$ cat config.mk
export PLATFORM = sky130hd
export DESIGN_NAME = ping_offset_slew_filter
export DESIGN_NICKNAME = d
export VERILOG_FILES = /design/src/rtl/core/posf_pkg.sv /design/src/rtl/core/ping_offset_slew_filter.sv /design/src/rtl/core/posf_ctrl.sv /design/src/rtl/core/posf_dpath.sv
export SDC_FILE = /design/constraint.sdc
export NUM_CORES = 2
export LEC_CHECK = 0
export ABC_AREA = 1
export BUFFER_PORTS_ARGS = -buffer_cell sky130_fd_sc_hd__buf_2
export CORE_ASPECT_RATIO = 2
export CORE_MARGIN = 2
export CORE_UTILIZATION = 35
export DETAILED_ROUTE_END_ITERATION = 8
export PLACE_DENSITY = 0.6
export SYNTH_ARGS = -nofsm -noshare
export SYNTH_HDL_FRONTEND = slang
export SYNTH_SLANG_ARGS = --single-unit
$ cat constraint.sdc
create_clock -name clk -period 9.55 [get_ports clk]
set_input_delay 0.4775 -clock clk [delete_from_list [all_inputs] [get_ports clk]]
set_output_delay 0.4775 -clock clk [all_outputs]
set_load 0.03 [all_outputs]
$ cat src/rtl/core/posf_pkg.sv
// Shared constants, payload structs and control structs of the ping/offset slew filter.
`default_nettype none
package posf_pkg;

  localparam int WINDOW_DEPTH = 10;
  localparam int CNT_W        = $clog2(WINDOW_DEPTH + 1);
  localparam int PTR_W        = $clog2(WINDOW_DEPTH);
  localparam int SUM_W        = 32 + $clog2(WINDOW_DEPTH);
  localparam int DIV_CNT_W    = $clog2(SUM_W);

  localparam logic OP_QUERY   = 1'b0;
  localparam logic OP_MEASURE = 1'b1;

  typedef struct packed {
    logic               operation;
    logic [22:0]        elapsed_us;
    logic [22:0]        ping_us;
    logic signed [31:0] offset_us;
  } in_t;

  typedef struct packed {
    logic signed [31:0] smoothed_offset_us;
    logic signed [31:0] smoothed_ping_us;
  } out_t;

  typedef struct packed {
    logic load;
    logic mul;
    logic slew;
    logic scan_init;
    logic scan_step;
    logic prep;
    logic div_step;
    logic tgt_write;
    logic out_load;
  } cmd_t;

  typedef struct packed {
    logic skip_targets;
    logic scan_last;
    logic div_last;
  } stat_t;

endpackage
`default_nettype wire

$ cat src/rtl/core/ping_offset_slew_filter.sv
// Each transaction passes through the multiply, slew and emit states before its result
// is valid; a query or first measurement then returns to idle, while a later
// measurement adds a scan of the window entries, a setup state, a restoring divide and
// a target write. A stalled result holds the block in the emit state.
// Reset (synchronous, rst high) clears the window count and pointer and sets the
// smoothed values and targets to -1 and the slew rate to 66.
`default_nettype none
module ping_offset_slew_filter (
  input  wire logic           clk,
  input  wire logic           rst,
  input  wire logic           in_valid,
  output logic                in_stall,
  input  wire posf_pkg::in_t  in_data,
  output logic                out_valid,
  input  wire logic           out_stall,
  output posf_pkg::out_t      out_data,
  input  wire logic           cfg_valid,
  output logic                cfg_ready,
  input  wire logic [15:0]    cfg_data
);

  posf_pkg::cmd_t  cmd;
  posf_pkg::stat_t stat;

  assign cfg_ready = 1'b1;

  // Sequencer.
  posf_ctrl u_ctrl (
    .clk       (clk),
    .rst       (rst),
    .in_valid  (in_valid),
    .in_stall  (in_stall),
    .out_valid (out_valid),
    .out_stall (out_stall),
    .cmd       (cmd),
    .stat      (stat)
  );

  // Arithmetic and state.
  posf_dpath u_dpath (
    .clk       (clk),
    .rst       (rst),
    .in_data   (in_data),
    .cfg_valid (cfg_valid),
    .cfg_data  (cfg_data),
    .cmd       (cmd),
    .stat      (stat),
    .out_data  (out_data)
  );

endmodule
`default_nettype wire

$ cat src/rtl/core/posf_ctrl.sv
// Sequencing state machine of the ping/offset slew filter.
`default_nettype none
module posf_ctrl (
  input  wire logic           clk,
  input  wire logic           rst,
  input  wire logic           in_valid,
  output logic                in_stall,
  output logic                out_valid,
  input  wire logic           out_stall,
  output posf_pkg::cmd_t      cmd,
  input  wire posf_pkg::stat_t stat
);

  typedef enum logic [2:0] {
    S_IDLE, S_MUL, S_SLEW, S_EMIT, S_SCAN, S_PREP, S_DIV, S_TGT
  } state_t;

  state_t state;
  logic   out_free;

  assign in_stall = (state != S_IDLE);
  assign out_free = !out_valid || !out_stall;

  // Commands decoded from the current state and the input and output handshakes.
  always_comb begin
    cmd           = '0;
    cmd.load      = (state == S_IDLE) && in_valid;
    cmd.mul       = (state == S_MUL);
    cmd.slew      = (state == S_SLEW);
    cmd.out_load  = (state == S_EMIT) && out_free;
    cmd.scan_init = (state == S_EMIT) && out_free;
    cmd.scan_step = (state == S_SCAN);
    cmd.prep      = (state == S_PREP);
    cmd.div_step  = (state == S_DIV);
    cmd.tgt_write = (state == S_TGT);
  end

  // State register and the output valid flag.
  always_ff @(posedge clk) begin
    if (rst) begin
      state     <= S_IDLE;
      out_valid <= 1'b0;
    end else begin
      if (cmd.out_load) begin
        out_valid <= 1'b1;
      end else if (!out_stall) begin
        out_valid <= 1'b0;
      end
      case (state)
        S_IDLE: if (in_valid) state <= S_MUL;
        S_MUL:  state <= S_SLEW;
        S_SLEW: state <= S_EMIT;
        S_EMIT: begin
          if (out_free) state <= stat.skip_targets ? S_IDLE : S_SCAN;
        end
        S_SCAN: if (stat.scan_last) state <= S_PREP;
        S_PREP: state <= S_DIV;
        S_DIV:  if (stat.div_last) state <= S_TGT;
        S_TGT:  state <= S_IDLE;
        default: state <= S_IDLE;
      endcase
    end
  end

endmodule
`default_nettype wire

$ cat src/rtl/core/posf_dpath.sv
// Datapath of the ping/offset slew filter: window, smoothing, scan and divider.
`default_nettype none
module posf_dpath (
  input  wire logic            clk,
  input  wire logic            rst,
  input  wire posf_pkg::in_t   in_data,
  input  wire logic            cfg_valid,
  input  wire logic [15:0]     cfg_data,
  input  wire posf_pkg::cmd_t  cmd,
  output posf_pkg::stat_t      stat,
  output posf_pkg::out_t       out_data
);

  localparam int D  = posf_pkg::WINDOW_DEPTH;
  localparam int CW = posf_pkg::CNT_W;
  localparam int PW = posf_pkg::PTR_W;
  localparam int SW = posf_pkg::SUM_W;
  localparam logic signed [SW:0] MAX32 = (SW+1)'(32'sh7fffffff);
  localparam logic signed [SW:0] MIN32 = (SW+1)'(32'sh80000000);

  posf_pkg::in_t      in_r;
  posf_pkg::out_t     res;
  logic [15:0]        rate;
  logic [22:0]        step;
  logic signed [31:0] win_off [D];
  logic [22:0]        win_ping [D];
  logic [CW-1:0]      count;
  logic [PW-1:0]      wp;
  logic signed [31:0] last_off, last_ping, tgt_off, tgt_ping;
  logic               skip;

  logic [PW-1:0]      pos, idx, lo_p, hi_p, lo_o, hi_o;
  logic signed [SW-1:0] sum_p, min_p, max_p, sum_o, min_o, max_o;
  logic [SW-1:0]      q_p, q_o;
  logic               neg_p, neg_o;
  logic [CW-1:0]      rem_p, rem_o, divisor;
  logic [posf_pkg::DIV_CNT_W-1:0] div_cnt;

  // Move a value toward its target by at most one step, stopping at the target.
  function automatic logic signed [31:0] slew_fn(input logic signed [31:0] v,
                                                 input logic signed [31:0] t,
                                                 input logic [22:0] s);
    logic signed [33:0] r;
    logic signed [33:0] t34;
    logic               up;
    up  = t > v;
    t34 = 34'(t);
    r   = up ? 34'(v) + $signed({11'b0, s}) : 34'(v) - $signed({11'b0, s});
    if (up && r > t34) r = t34;
    if (!up && r < t34) r = t34;
    return r[31:0];
  endfunction

  // Signed result of the divider, clamped to 32 bits.
  function automatic logic signed [31:0] sat_fn(input logic n, input logic [SW-1:0] q);
    logic signed [SW:0] v;
    v = n ? -$signed({1'b0, q}) : $signed({1'b0, q});
    if (v > MAX32) v = MAX32;
    if (v < MIN32) v = MIN32;
    return v[31:0];
  endfunction

  logic signed [31:0] sl_off, sl_ping;
  logic               first;
  logic               tp_pos;
  logic [PW:0]        start_sum;
  logic [PW-1:0]      start;
  logic [CW-1:0]      count_next;
  logic signed [SW-1:0] ve_p, ve_o;
  logic signed [SW-1:0] num_p, num_o;
  logic [CW:0]        sh_p, sh_o;
  logic [CW:0]        dv;

  assign sl_off  = slew_fn(last_off, tgt_off, step);
  assign sl_ping = slew_fn(last_ping, tgt_ping, step);
  assign first   = last_ping[31];
  assign tp_pos  = !tgt_ping[31] && (tgt_ping != 32'sd0);

  // Oldest entry of the window once this measurement is stored.
  assign start_sum = (PW+1)'(wp) + (PW+1)'(D) - (PW+1)'(count);
  assign start     = (start_sum >= (PW+1)'(D)) ? PW'(start_sum - (PW+1)'(D))
                                               : start_sum[PW-1:0];
  assign count_next = (count < CW'(D)) ? count + 1'b1 : count;

  // Current window entry, widened for the sums.
  assign ve_p = $signed({{(SW-23){1'b0}}, win_ping[pos]});
  assign ve_o = {{(SW-32){win_off[pos][31]}}, win_off[pos]};

  // Trimmed numerators from three entries on; the first minimum and maximum drop out only once each.
  always_comb begin
    if (count < CW'(3)) begin
      num_p = sum_p;
      num_o = sum_o;
    end else begin
      num_p = sum_p - min_p - ((lo_p == hi_p) ? '0 : max_p);
      num_o = sum_o - min_o - ((lo_o == hi_o) ? '0 : max_o);
    end
  end

  // One restoring division step per cycle on each channel.
  assign dv   = {1'b0, divisor};
  assign sh_p = {rem_p, q_p[SW-1]};
  assign sh_o = {rem_o, q_o[SW-1]};

  assign stat.skip_targets = skip;
  assign stat.scan_last    = (CW'(idx) == count - CW'(1));
  assign stat.div_last     = (div_cnt == posf_pkg::DIV_CNT_W'(SW - 1));

  // Control registers: rate, window bookkeeping and smoothed state.
  always_ff @(posedge clk) begin
    if (rst) begin
      rate      <= 16'd66;
      count     <= '0;
      wp        <= '0;
      last_off  <= -32'sd1;
      last_ping <= -32'sd1;
      tgt_off   <= -32'sd1;
      tgt_ping  <= -32'sd1;
    end else begin
      if (cfg_valid) rate <= cfg_data;
      if (cmd.slew && in_r.operation == posf_pkg::OP_MEASURE) begin
        wp    <= (wp == PW'(D - 1)) ? '0 : wp + 1'b1;
        count <= count_next;
        if (first) begin
          last_off  <= in_r.offset_us;
          last_ping <= {9'b0, in_r.ping_us};
        end else if (tp_pos) begin
          last_off  <= sl_off;
          last_ping <= sl_ping;
        end
      end
      if (cmd.tgt_write) begin
        tgt_ping <= sat_fn(neg_p, q_p);
        tgt_off  <= sat_fn(neg_o, q_o);
      end
    end
  end

  // Payload registers: input, step, window, results, scan and divider.
  always_ff @(posedge clk) begin
    if (cmd.load) in_r <= in_data;
    if (cmd.mul) step <= 23'((39'(in_r.elapsed_us) * 39'(rate)) >> 16);
    if (cmd.slew) begin
      if (in_r.operation == posf_pkg::OP_QUERY) begin
        res.smoothed_offset_us <= sl_off;
        res.smoothed_ping_us   <= sl_ping;
        skip <= 1'b1;
      end else begin
        win_off[wp]  <= in_r.offset_us;
        win_ping[wp] <= in_r.ping_us;
        skip <= first;
        if (first) begin
          res.smoothed_offset_us <= in_r.offset_us;
          res.smoothed_ping_us   <= {9'b0, in_r.ping_us};
        end else if (tp_pos) begin
          res.smoothed_offset_us <= sl_off;
          res.smoothed_ping_us   <= sl_ping;
        end else begin
          res.smoothed_offset_us <= last_off;
          res.smoothed_ping_us   <= last_ping;
        end
      end
    end
    // The staged result moves to the output only once the output is free.
    if (cmd.out_load) out_data <= res;
    if (cmd.scan_init) begin
      pos   <= start;
      idx   <= '0;
      sum_p <= '0;
      sum_o <= '0;
    end
    if (cmd.scan_step) begin
      pos   <= (pos == PW'(D - 1)) ? '0 : pos + 1'b1;
      idx   <= idx + 1'b1;
      sum_p <= sum_p + ve_p;
      sum_o <= sum_o + ve_o;
      if (idx == '0 || ve_p < min_p) begin
        min_p <= ve_p;
        lo_p  <= idx;
      end
      if (idx == '0 || ve_p > max_p) begin
        max_p <= ve_p;
        hi_p  <= idx;
      end
      if (idx == '0 || ve_o < min_o) begin
        min_o <= ve_o;
        lo_o  <= idx;
      end
      if (idx == '0 || ve_o > max_o) begin
        max_o <= ve_o;
        hi_o  <= idx;
      end
    end
    if (cmd.prep) begin
      neg_p   <= num_p[SW-1];
      neg_o   <= num_o[SW-1];
      q_p     <= num_p[SW-1] ? SW'(-num_p) : SW'(num_p);
      q_o     <= num_o[SW-1] ? SW'(-num_o) : SW'(num_o);
      rem_p   <= '0;
      rem_o   <= '0;
      divisor <= (count < CW'(3)) ? count : count - CW'(2);
      div_cnt <= '0;
    end
    if (cmd.div_step) begin
      div_cnt <= div_cnt + 1'b1;
      if (sh_p >= dv) begin
        rem_p <= CW'(sh_p - dv);
        q_p   <= {q_p[SW-2:0], 1'b1};
      end else begin
        rem_p <= sh_p[CW-1:0];
        q_p   <= {q_p[SW-2:0], 1'b0};
      end
      if (sh_o >= dv) begin
        rem_o <= CW'(sh_o - dv);
        q_o   <= {q_o[SW-2:0], 1'b1};
      end else begin
        rem_o <= sh_o[CW-1:0];
        q_o   <= {q_o[SW-2:0], 1'b0};
      end
    end
  end

endmodule
`default_nettype wire

; Word level (Yosys, flattened, before mapping)
; Memory sizes are Yosys's and may differ from the RTL's. A register that Yosys moved wholly into a read port is not among the register bits.
; Cells that the tools add are included.
[totals]
ff_bits = 685
latch_bits = 0
mem_bits_rw = 550
mem_bits_ro = 0
output_inout_bits = 67
elab_cells = 204
memories = 2
[memory_table]
columns = memory, depth, width, rd, rd_clocked_by_memory_dff, wr, line_no
row1 = u_dpath.win_off, 10, 32, 1, 1, 1, posf_dpath.sv:25  ; logic signed [31:0] win_off [D];
row2 = u_dpath.win_ping, 10, 23, 1, 1, 1, posf_dpath.sv:26  ; logic [22:0] win_ping [D];
[classes]
n_addsub = 26
multipliers = 1
n_div = 0
order_cmp = 19
eq_ne = 18
shifts = 0
muxes = 66
bitwise_logic = 0
n_reduce_logical = 32
[ops]
columns = cell, n
row1 = 36-bit two-way mux, 12
row2 = 37-bit two-way mux, 8
row3 = 32-bit two-way mux, 8
row4 = 64-bit two-way mux, 3
row5 = 34-bit two-way mux, 4
row6 = 36-bit subtractor, 3
row7 = 32-bit greater-than comparator, 3
row8 = 37-bit by 32-bit greater-than comparator with 1-bit output (second input constant), 2
row9 = 37-bit by 32-bit < comparator with 1-bit output (second input constant), 2
row10 = 36-bit negation with 37-bit output, 2
row11 = 36-bit negation, 2
row12 = 34-bit by 32-bit greater-than comparator with 1-bit output, 2
row13 = 34-bit by 32-bit < comparator with 1-bit output, 2
row14 = 32-bit by 24-bit adder with 33-bit output, 2
row15 = 32-bit by 24-bit subtractor with 33-bit output, 2
row16 = 4-bit two-way mux, 15
row17 = 23-bit by 16-bit multiplier with 39-bit output, 1
row18 = 36-bit by 24-bit adder with 36-bit output, 1
row19 = 36-bit by 32-bit adder with 36-bit output, 1
row20 = 36-bit by 23-bit subtractor with 36-bit output, 1
row21 = 32-bit < comparator, 1
row22 = 32-bit nonzero test, 1
row23 = 3-bit case mux with 8 select lines, 1
row24 = 23-bit greater-than comparator, 1
row25 = 34 further kinds, 82

; Longest topological paths before layout
[depth]
ltp_word = 11
depth_mapped = 69
mapped_depth_nobuf = 65

; Hierarchy
; From an unflattened synthesis, not the netlist that was laid out.
[hier_totals]
hier_cells = 9818
area_unflattened_um2 = 86175.1
[by_module_without_submodules]
columns = mod, instances, cells_each, area_each_um2, seq_area_each_um2
row1 = posf_dpath, 1, 9765, 85874.9, 35524.1
row2 = posf_ctrl, 1, 51, 289.0, 80.1
row3 = ping_offset_slew_filter, 1, 2, 11.3, 0.0

; Worst setup path after synthesis
; No wires, ideal clock.
[synth_path]
path_kind = register to register
startpoint = reg u_ctrl.state[0]
endpoint = mem u_dpath.win_off[2][0], enable pin
setup_ns = 0.536
t_arrival_ns = 7.805
required_ns = 9.014
setup_slack_ns = 1.209
stages_incl_launch_ff = 8
period_less_slack_ns = 8.341
cell_sequence = dfxtp_1 > inv_1 > ha_1 > inv_1 > nor2_1 > nand2_1 > clkbuf_1 > nor3_1
[synth_via]
elab_chain_cells = 3
[synth_rtl]
columns = item, line_no
row1 = start: declaration, posf_ctrl.sv:18  ; state_t state;
row2 = start signal: assignment, posf_ctrl.sv:54  ; if (out_free) state <= stat.skip_targets ? S_IDLE : S_SCAN;
row3 = 3-bit by 2-bit == test with 1-bit output, posf_ctrl.sv:29  ; cmd.slew = (state == S_SLEW);
row4 = 1-bit two-way mux, posf_dpath.sv:143  ; if (cmd.slew) begin
row5 = 1-bit two-way mux (not written as such), posf_dpath.sv:149  ; win_off[wp] <= in_r.offset_us;
row6 = end: declaration, posf_dpath.sv:25
; No other way between the ends.

; Final worst setup path
[layout_path]
startpoint = reg u_dpath.last_off[8]
endpoint = reg u_dpath.last_off[16]
[layout_via]
elab_chain_cells = 10
elab_cells_between_ends = 13
classes_between = add/sub (2) / order compare (3) / mux (5) / reduce/logical (3)
[layout_rtl]
columns = item, line_no
row1 = start: declaration, posf_dpath.sv:29  ; logic signed [31:0] last_off, last_ping, tgt_off, tgt_ping;
row2 = start signal: assignment, posf_dpath.sv:115  ; last_off <= -32'sd1;
row3 = start signal: assignment, posf_dpath.sv:125  ; last_off <= in_r.offset_us;
row4 = start signal: assignment, posf_dpath.sv:128  ; last_off <= sl_off;
row5 = 32-bit by 24-bit subtractor with 33-bit output (tied with other cells), posf_dpath.sv:48  ; r = up ? 34'(v) + $signed({11'b0, s}) : 34'(v) - $signed({11'b0, s});
row6 = 34-bit two-way mux, posf_dpath.sv:48
row7 = 34-bit by 32-bit greater-than comparator with 1-bit output, posf_dpath.sv:49  ; if (up && r > t34) r = t34;
row8 = 1-bit logical AND, posf_dpath.sv:49
row9 = 34-bit two-way mux, posf_dpath.sv:49
row10 = 34-bit by 32-bit < comparator with 1-bit output, posf_dpath.sv:50  ; if (!up && r < t34) r = t34;
row11 = 1-bit logical AND, posf_dpath.sv:50
row12 = 32-bit two-way mux *, posf_dpath.sv:50
row13 = 32-bit two-way mux *, posf_dpath.sv:127  ; end else if (tp_pos) begin
row14 = 32-bit two-way mux *, posf_dpath.sv:124  ; if (first) begin
; Every way passes the cells marked *; elsewhere a longest branch is shown, timed or not. The select of a mux whose other input is x is not followed.
; A chain may end at the register's enable or synchronous reset.

==> results_dict.tcl <==
set metrics [dict create \
    drtIter0Drc 5608 \
    critPathKind "reg -> reg" \
    synth_fp_nets 10900 \
    route.detailed.drc 0 \
    io_pins 167 \
    h-tree-depth 3 \
    area_delta_synth_final_pct 13.0 \
    worstPathRequired_ns 10.29 \
    initial_utilization_pct 35.2 \
    wl_per_cell_um 24.0 \
    hold_class "in -> reg" \
    core_sq_um 245000 \
    nets 11200 \
    slowest_delay_ns 0.46 \
    synth_xor_area_share_pct 2.49 \
    fin_crit_sh_pct 93.8 \
    finClkSkew_ns 0.113 \
    final_cell_mix "nand2_1 (2119), inv_1 (1417), edfxtp_1 (1079)" \
    start_kind "register" \
    cap_violations 1 \
    gr-total-overflow 0 \
    drive_above_1_share_pct 8.17 \
    worst-slew-pin-transition_ns 1.49 \
    yosys.area_share.adder_pct 17.4 \
    cts_max_path_buffers 3 \
    die_area_sq_um 250000 \
    violations "max-capacitance violations, max-slew violations" \
    critPathCaptureType "register" \
    syn_area_sq_um 86100 \
    hp-start "cfg_valid" \
    clk_pin_slew_ns 0.07 \
    ctsRootBufferMaster "clkbuf_16" \
    cp.arrival_ns 9.69 \
    grt_use_total_pct 25.4 \
    fin_crit_ns 8.96 \
    port_buffers 165 \
    cp_common_cell "nand2_1" \
    synth.yosys.seq_area_share_pct 41.3 \
    synthFlopType "edfxtp_1" \
    synth_cell_types 69 \
    synth_warnings 0 \
    r2r_cells 59 \
    syn_area_per_cell_sq_um 8.81 \
    synthMuxAreaShare_pct 1.87 \
    synth-seq-cells 1239 \
    synthCells 9773 \
    synth_top_family_by_area "adder cells" \
    dieWidth_um 355 \
    place_area_sq_um 92000 \
    grt_pass1_wl_um 471000 \
    holdPathStages 3 \
    final_core_util_pct 39.8 \
    r2r_end "u_dpath.last_off[16]" \
    cts_inserted_buffers 113 \
    grt_max_degree 169 \
    antenna_found_initial 15 \
    final_area_sq_um 97300 \
    slew_headroom_pct -0.545 \
    slew_violations 1 \
    wl_um 323000 \
    place_congestion 0.999 \
    synth-edff-count 1079 \
    dr.pass1.iters 6 \
    slowest_stage "fa_1" \
    num_rows 257 \
    r2r_slack_ns 0.59 \
    path_max_fanout 30 \
    final_common_cell "nand2_1" \
    yosys.area_share.simple_pct 16.7 \
    setup_violations 0 \
    rr_startpoint "u_dpath.last_off[8]" \
    whs_endpoint "u_dpath.rate[1]" \
    hpwlAfterDp_um 248000 \
    grt_pass1_vias 73700 \
    drtAntennaViolNets 0 \
    hold_violations 0 \
    die_h_um 706 \
    num_vias 71800 \
    avgViaCountPerCell 5.35 \
    async_reset_ff_share_pct 0 \
    timing.fmax_mhz 112 \
    clock-sinks 1239 \
    synth_compound_area_share_pct 12.2 \
    worstSkewPairLatency_ns 0.84 \
    outcome "finished with violations" \
    cts_tree "built" \
]
==> timing repair <==
action	in CTS	in global routing
endpoints found under the hold margin	95	0
hold buffers	95	0
resized for setup	3	80
endpoints found under the setup margin	64	128
pin swaps	0	7
setup buffers	0	7
==> synthesized netlist by cell type (all sizes together), types with 12 or more instances <==
master / count / area, sq um
a21o: 29 / 218
dfxtp: 160 / 3200
xnor2: 69 / 604
o221ai: 12 / 105
o21ai: 782 / 3940
xor2: 175 / 1540
o21a: 42 / 315
nand4: 152 / 963
buf: 86 / 455
or2: 39 / 244
inv: 1433 / 5380
a211oi: 14 / 105
edfxtp: 1079 / 32400
nor3: 101 / 537
o211ai: 154 / 1160
ha: 629 / 7870
o21bai: 17 / 139
a21oi: 773 / 3880
mux2i: 160 / 1600
a31oi: 37 / 231
nand3b: 16 / 120
nor4: 42 / 269
o31ai: 15 / 113
clkbuf: 275 / 1030
fa: 356 / 7130
nand2: 2139 / 8050
nand3: 427 / 2170
nor2: 502 / 1930
==> state kept, by name, summed over array words and instances (netlist names), 36 cells and up, named ones only <==
register	count
u_dpath.sum_p	36
u_dpath.in_r	79
u_dpath.win_off	320
u_dpath.q_p	36
u_dpath.win_ping	230
u_dpath.sum_o	36
u_dpath.out_data	64
u_dpath.q_o	36
u_dpath.res	64
==> kinds of logic after synthesis <==
| group | count (synthesis) |
|---|---|
| AND/OR/NAND/NOR | 3432 |
| AO/OA/AOI/OAI | 1910 |
| buffers and inverters | 1801 |
| flip-flops | 1239 |
| adder cells (fa/ha/maj) | 985 |
| XOR/XNOR | 244 |
| multiplexers | 161 |
| other | 1 |
==> how the worst max path moves through the flow <==
stage | from | to | slack [ns] | depth (start not counted)
after global routing | u_dpath.step[1] | u_dpath.res[13] | -0.008 | 54
after floorplan | u_ctrl.state[0] | u_dpath.win_off[2][0] | 1.21 | 7
after CTS | u_dpath.last_off[31] | u_dpath.res[40] | 0.005 | 59
after detailed placement | u_dpath.last_off[31] | u_dpath.res[40] | -0.23 | 53
after global placement | u_dpath.last_off[31] | u_dpath.res[40] | -0.20 | 53
final | u_dpath.last_off[8] | u_dpath.last_off[16] | 0.59 | 59
==> routing by layer <==
metal / vias to the layer above / part of all wire (%) / GRT usage (%) / wire (um)
met5: - / 0.011 / 0 / 36
met4: 6 / 11 / 24.0 / 37000
met3: 1061 / 5.0 / 3.08 / 16100
met2: 2627 / 51 / 46.2 / 164000
met1: 34600 / 33 / 24.7 / 106000
li1: 33500 / - / - / -
==> critical path: cells and delay by family, from the launching register on <==
kind | cells | cell delay, ns
AOI/OAI and AO/OA | 12 | 1.99
xor gates and xnor gates | 1 | 0.23
adders and majority gates | 4 | 1.25
buffers and inverters | 14 | 2.35
DFF | 1 | 0.40
and+or+nand+nor | 28 | 2.65
==> area by class of cell <==
type,count,area (sq um)
multi-input combinational,6733,44000
clock inverter,87,1170
tap,3237,4050
antenna,7,17.5
clock buffer,126,2950
inverter,1440,5420
sequential,1239,35600
fill,24300,147000
timing repair buffer,558,4120
==> per-stage QoR <==
stage	TNS, ns	setup slack (ns)	std cells	hold slack [ns]
after detailed placement	-7.88	-0.232	13100	0.407
final	0	0.594	13400	0.116
after global routing	-0.00836	-0.00836	13400	0.130
after CTS	0	0.00471	13400	0.0510
after global placement	-4.91	-0.204	13100	0.408
after floorplan	0	1.21	9773	0.400
Power is left out: the tool's default activity adds up to more than one toggle a clock period on the data nets, which glitch-free logic cannot reach.
